## src/atc_pkg.sv

```systemverilog
`timescale 1ns / 1ps
// shared widths, constants and control structs for the target calculation core
// no dependencies
package atc_pkg;

  localparam int unsigned TARGET_BITS_DEF = 224;
  localparam int unsigned MAX_TARGET_BITS = 224;
  localparam int unsigned WORD_W          = 56;
  localparam int unsigned ET_W            = 49;
  localparam int unsigned H_W             = 31;
  localparam int unsigned SPC_W           = 31;
  localparam int unsigned HL_W            = 32;
  localparam int unsigned CFG_IDX_W       = 3;
  localparam int unsigned CFG_DATA_W      = 56;
  localparam int unsigned IN_TDATA_W      = 304;
  localparam int unsigned OUT_TDATA_W     = 224;
  localparam int unsigned DIFF_W          = 64;
  localparam int unsigned MAG_W           = 48;
  localparam int unsigned DIV_W           = 64;
  localparam int unsigned FRAC_W          = 16;
  localparam int unsigned FACTOR_W        = 17;
  localparam int unsigned SH_W            = 51;
  localparam int unsigned LIMB_W          = 32;

  localparam logic [63:0] POLY_C1    = 64'd195766423245049;
  localparam logic [63:0] POLY_C2    = 64'd971821376;
  localparam logic [63:0] POLY_C3    = 64'd5127;
  localparam logic [63:0] POLY_ROUND = 64'h0000_8000_0000_0000;
  localparam logic [63:0] DRIFT_LIM  = 64'h0000_8000_0000_0000;
  localparam logic [16:0] FACTOR_ONE = 17'h10000;

  typedef enum logic [CFG_IDX_W-1:0] {
    CFG_SPACING   = 3'd0,
    CFG_HALF_LIFE = 3'd1,
    CFG_LIMIT0    = 3'd2,
    CFG_LIMIT1    = 3'd3,
    CFG_LIMIT2    = 3'd4,
    CFG_LIMIT3    = 3'd5
  } cfg_idx_e;

  typedef struct packed {
    logic valid;
    logic bad;
    logic neg;
  } atc_ctl_t;

  typedef struct packed {
    logic valid;
    logic bad;
    logic sh_high;
    logic sh_low;
  } atc_sel_t;

endpackage

```

## src/atc_front.sv

```systemverilog
`timescale 1ns / 1ps
// input capture, drift computation and input checks (five stages)
// depends on atc_pkg
module atc_front #(
  parameter int unsigned TargetBits = atc_pkg::TARGET_BITS_DEF
) (
  input  logic                          clk_i,
  input  logic                          rst_ni,
  input  logic                          en_i,
  input  logic                          valid_i,
  input  logic [TargetBits-1:0]         anchor_i,
  input  logic [atc_pkg::ET_W-1:0]      elapsed_i,
  input  logic [atc_pkg::H_W-1:0]       blocks_i,
  input  logic [atc_pkg::SPC_W-1:0]     spacing_i,
  input  logic [atc_pkg::HL_W-1:0]      half_life_i,
  input  logic [TargetBits-1:0]         limit_i,
  output atc_pkg::atc_ctl_t             ctl_o,
  output logic [TargetBits-1:0]         anchor_o,
  output logic [atc_pkg::MAG_W-1:0]     mag_o
);

  localparam int unsigned DW = atc_pkg::DIFF_W;

  logic [4:0] vld_q;

  logic [TargetBits-1:0] anc0_q, anc1_q, anc2_q, anc3_q, anc4_q;
  logic [atc_pkg::ET_W-1:0] et0_q, et1_q;
  logic [atc_pkg::H_W-1:0] h0_q;
  logic [atc_pkg::SPC_W+atc_pkg::H_W-1:0] prod1_d, prod1_q;
  logic bad1_d, bad1_q, bad2_q, bad3_d, bad3_q, bad4_q;
  logic [DW-1:0] d2_d, d2_q, e3_d, e3_q;
  logic [DW-1:0] mag_full;
  logic neg4_q;
  logic [atc_pkg::MAG_W-1:0] mag4_q;

  assign prod1_d = h0_q * spacing_i;
  assign bad1_d  = (anc0_q == '0) || (anc0_q > limit_i) || (spacing_i == '0) ||
                   (half_life_i == '0);
  assign d2_d    = {{(DW-atc_pkg::ET_W){et1_q[atc_pkg::ET_W-1]}}, et1_q} - DW'(prod1_q);
  // drift must stay strictly inside +-2^47
  assign bad3_d  = bad2_q || ($signed(d2_q) >= $signed(atc_pkg::DRIFT_LIM)) ||
                   ($signed(d2_q) <= -$signed(atc_pkg::DRIFT_LIM));
  assign e3_d    = d2_q - DW'(spacing_i);
  assign mag_full = e3_q[DW-1] ? (~e3_q + DW'(1)) : e3_q;

  always_ff @(posedge clk_i or negedge rst_ni) begin
    if (!rst_ni) begin
      vld_q <= '0;
    end else if (en_i) begin
      vld_q <= {vld_q[3:0], valid_i};
    end
  end

  always_ff @(posedge clk_i) begin
    if (en_i) begin
      anc0_q  <= anchor_i;
      et0_q   <= elapsed_i;
      h0_q    <= blocks_i;
      anc1_q  <= anc0_q;
      et1_q   <= et0_q;
      prod1_q <= prod1_d;
      bad1_q  <= bad1_d;
      anc2_q  <= anc1_q;
      d2_q    <= d2_d;
      bad2_q  <= bad1_q;
      anc3_q  <= anc2_q;
      e3_q    <= e3_d;
      bad3_q  <= bad3_d;
      anc4_q  <= anc3_q;
      neg4_q  <= e3_q[DW-1];
      mag4_q  <= mag_full[atc_pkg::MAG_W-1:0];
      bad4_q  <= bad3_q;
    end
  end

  assign ctl_o    = '{valid: vld_q[4], bad: bad4_q, neg: neg4_q};
  assign anchor_o = anc4_q;
  assign mag_o    = mag4_q;

endmodule

```

## config.mk

```make
export PLATFORM = sky130hd
export DESIGN_NAME = atc_front
export DESIGN_NICKNAME = d
export VERILOG_FILES = /design/src/atc_pkg.sv /design/src/atc_front.sv
export SDC_FILE = /design/constraint.sdc
export NUM_CORES = 2
export LEC_CHECK = 0
export BUFFER_PORTS_ARGS = -buffer_cell sky130_fd_sc_hd__buf_4
export CAP_MARGIN = 20
export CORE_MARGIN = 2
export CORE_UTILIZATION = 30
export DETAILED_ROUTE_END_ITERATION = 12
export PLACE_DENSITY_LB_ADDON = 0.1
export SLEW_MARGIN = 10
export SYNTH_ARGS = -nofsm -noshare
export SYNTH_HDL_FRONTEND = slang
export SYNTH_SLANG_ARGS = --single-unit
```

## constraint.sdc

```tcl
create_clock -name clk_i -period 14.6 [get_ports clk_i]
set_input_delay 2.92 -clock clk_i [delete_from_list [all_inputs] [get_ports clk_i]]
set_output_delay 2.92 -clock clk_i [all_outputs]
set_load 0.05 [all_outputs]
```

Word-level counts from Yosys, hierarchy flattened --
Cells that the tools add are included.
Operators by class: add/subtract/negate cells 3, multipliers 1, magnitude comparators 3, mux-type cells 1, bitwise operators 1, reductions and logical operators 8
Operators with widths (count):
- $gt 224x224->1 | 1
- $logic_not 224->1 | 1
- $ge 64x49->1 const B | 1
- $le 64x48->1 const B | 1
- $sub 49x63->64 | 1
- $sub 64x31->64 | 1
- $mul 31x31->62 | 1
- $add 48x1->48 const B | 1
- $mux 48 | 1
- $not 48->48 | 1
- $logic_not 32->1 | 1
- $logic_not 31->1 | 1
- $logic_or 1x1->1 | 5
Storage, ports and cells: register bits 1497, bits of input ports 595, output and inout port bits 275, logic and storage cells 35

Depth between registers and ports, before layout --
depth in word-level cells 4, depth in mapped cells 30, gate-level depth less buffers 28

Least setup slack after synthesis --
OpenSTA, ideal clock, no wires.
path type input port to flip-flop, start input port spacing_i[6] (netlist bit), end register prod1_q[58] (netlist bit) (data pin), setup time 0.262 ns, arrival 9.757 ns, required time 14.338 ns, slack 4.581 ns, cell stages on the path 27, buffers on the path 1, cells stage by stage clkbuf_1 -> and2_1 -> fa_1 -> fa_1 -> fa_1 -> inv_1 -> fa_1 -> inv_1 -> fa_1 -> inv_1 -> fa_1 -> inv_1 -> fa_1 -> inv_1 -> fa_1 -> inv_1 -> ha_1 -> a21o_1 -> a21o_1 -> nor4_1 -> o31ai_1 -> o2111ai_1 -> a41oi_1 -> o211a_1 -> a221oi_1 -> o21ai_1 -> xor2_1
On the way: longest elaborated chain between the ends 1
Ends and longest elaborated chain:
- start: declaration | line atc_front.sv:14 | input logic [atc_pkg::SPC_W-1:0] spacing_i,
- $mul 31x31->62 | line atc_front.sv:36 | assign prod1_d = h0_q * spacing_i;
- via prod1_d, one bit | line atc_front.sv:29 | logic [atc_pkg::SPC_W+atc_pkg::H_W-1:0] prod1_d, prod1_q;
- end signal: assignment | line atc_front.sv:61 | prod1_q <= prod1_d;
- end: declaration | line atc_front.sv:29
The timed path passes the listed nets, and every way through them passes these cells. A chain may end at the register's enable or synchronous reset.

Final worst setup path --
start input port spacing_i[5] (netlist bit), end register prod1_q[58] (netlist bit) (data pin)
The elaborated chain is that of the path after synthesis.

==> impl_metrics.ini <==
[hold_path]
hold_path_startpoint = anc1_q[36]
hp-class = flip-flop to flip-flop

[floorplan]
fp.coreArea_um2 = 296000
die-width_um = 549
io_pins = 870
dieArea_um2 = 302000
num_rows = 200
start_util_pct = 30.1
die_h_um = 549

[setup_path]
cp.required_ns = 15.15
slowest_stage = o2111ai_1
cp_top_family = adder cells
cp_max_fo = 33
timing.rr.start = h0_q[12]
cpMostUsedCell = fa_1
cp-startpoint = spacing_i[5]
critPathBufInv = 7
critPathLaunchType = input pin
cp-end-kind = flip-flop
worstSetupPathType = input pin to flip-flop
max_stage_delay_ns = 0.65
crit_arrival_ns = 11.25
r2r_slack_ns = 5.60

[finish]
n_fill_cell = 29100
drive_gt1_share_pct = 15.4
area_growth_pct = 18.5
fin_nets = 9828

[timing]
tightestPinTransition_ns = 1.29
fin_crit_ns = 10.69
finalSetupViolCount = 0
slew_violations = 0
finClkSkew_ns = 0.0753
rsz0062_at_grt = false
setup-tns-final_ns = 0
min_period_over_period_pct = 73.2
relSlewSlack_pct = 13.0
final-hold-violation-count = 0
max_clock_freq_mhz = 93.5

[synth]
synth_area_um2 = 89200
ys_seq_elements = 1482
yosys-top-cells-area = edfxtp_1 50%, fa_1 19%, ha_1 8.0%
syn_nets = 8978
synth_top_area_share_pct = 49.7
synthFlopType = edfxtp_1
syn_inst = 6970
synth_edf_count = 1477
ys_types = 91
synth-warning-count = 0
synth_common_cells = 1,477 x edfxtp_1, 1,256 x inv_1, 839 x fa_1
yosysTopAreaCell = edfxtp_1
post-synth-top-count-cell = edfxtp_1
postSynth.asyncResetShare_pct = 0.337
avgSynthCellArea_um2 = 12.8
synth.yosys.seq_area_share_pct = 49.8

[drt]
wirelength_um = 268000
drt_iter0_markers = 3543
drc = 0
dr.pass1.iters = 6
drtAntennaViolNets = 0
wire_per_inst_um = 22.5
num_vias = 54700
viasPerCell = 4.59

[clock_tree]
cts.sinks = 1482
clk_latency_ns = 0.87
cts-htree-levels = 4
hold_buffers = 0
cts.clk_slew.worst_paths_ns = 0.06
cts_setup_buffers = 0
cts_resized = 0
cts-buffers-inserted = 177
cts_tree = yes
cts.root.buffer_cell = clkbuf_16
cts_max_path_buffers = 4

[placed_design]
hpwl_um = 202000
globalplace.congestion = 0.844
port_buffers = 869

[status]
outcome = finished clean

[global_route]
grt_pass1_vias = 58400
grt_pass1_wl_um = 392000
grtUsageTotal_pct = 17.6
grt_max_degree = 173
antenna_found_initial = 34
overflow = 0

[flow_run]
drv_cap = 0
## metrics by stage
stage | hold slack, ns | instances | utilization, % | worst slack (ns) | instance area [µm²]
floorplan | 0.400 | 6970 | - | 4.58 | 89200
global placement | 0.400 | 11600 | 33.8 | 3.04 | 100000
detailed placement | 0.405 | 11600 | 33.8 | 3.01 | 100000
CTS | 0.364 | 11900 | 35.7 | 3.93 | 106000
global route | 0.371 | 11900 | 35.7 | 3.66 | 106000
finish | 0.366 | 11900 | 35.7 | 3.91 | 106000
## final timing paths
path,to,depth (start not counted)
worst max-delay path,prod1_q[58],27
worst min-delay path,anc2_q[36],0
worst max register to register,prod1_q[58],27
worst min register to register,anc2_q[36],0
max in group asynchronous,vld_q[3],1
min in group asynchronous,vld_q[2],1
## routing by layer
layer  track usage (%)  part of all wire [%]
met3              5.65                   8.3
met5                 0                  0.10
met4              3.82                   2.1
met1              23.0                    43
met2              28.5                    47
## cells in the final DEF, fill, tap and decap left out, types with 66 or more instances in the layout
| cell | count |
|---|---|
| nor4_1 | 104 |
| buf_4 | 910 |
| nand4_1 | 115 |
| xnor2_1 | 140 |
| xor2_1 | 66 |
| o21ai_0 | 112 |
| inv_1 | 1256 |
| and2_1 | 492 |
| a21o_1 | 186 |
| a21oi_1 | 209 |
| nor2_1 | 115 |
| edfxtp_1 | 1477 |
| nand2_1 | 628 |
| clkbuf_16 | 178 |
| fa_1 | 839 |
| ha_1 | 574 |
## sequential cells by signal, indices dropped and copies added (netlist names), 62 cells and up
| signal | flops |
|---|---|
| prod1_q | 62 |
| d2_q | 64 |
| anc0_q | 224 |
| anc3_q | 224 |
| anc1_q | 224 |
| anchor_o | 224 |
| anc2_q | 224 |
## cell families (layout without fill, tap and decap cells)
logic type               Yosys count  after routing  synth area share, %
AO/OA/AOI/OAI                    730            730                 5.46
XOR/XNOR                         207            207                 2.04
other                              0             13                    0
multiplexers                       7              7               0.0855
buffers and inverters           1502           2494                 6.36
flip-flops                      1482           1482                 49.8
AND/OR/NAND/NOR                 1629           1629                 9.33
adder cells (fa/ha/maj)         1413           1413                 26.9
## area by class of cell
cell class	count	area, µm²	share of cell area (%)
Antenna cell	13	32.5	0.0308
Clock buffer	207	4560	4.32
Clock inverter	114	926	0.876
Timing Repair Buffer	917	6980	6.60
Inverter	1256	4710	4.46
Tap cell	3939	4930	4.66
Sequential cell	1482	44500	42.1
Multi-Input combinational cell	3986	39100	37.0
Power is left out: the tool's default activity adds up to more than one toggle a clock period on the data nets, which glitch-free logic cannot reach.
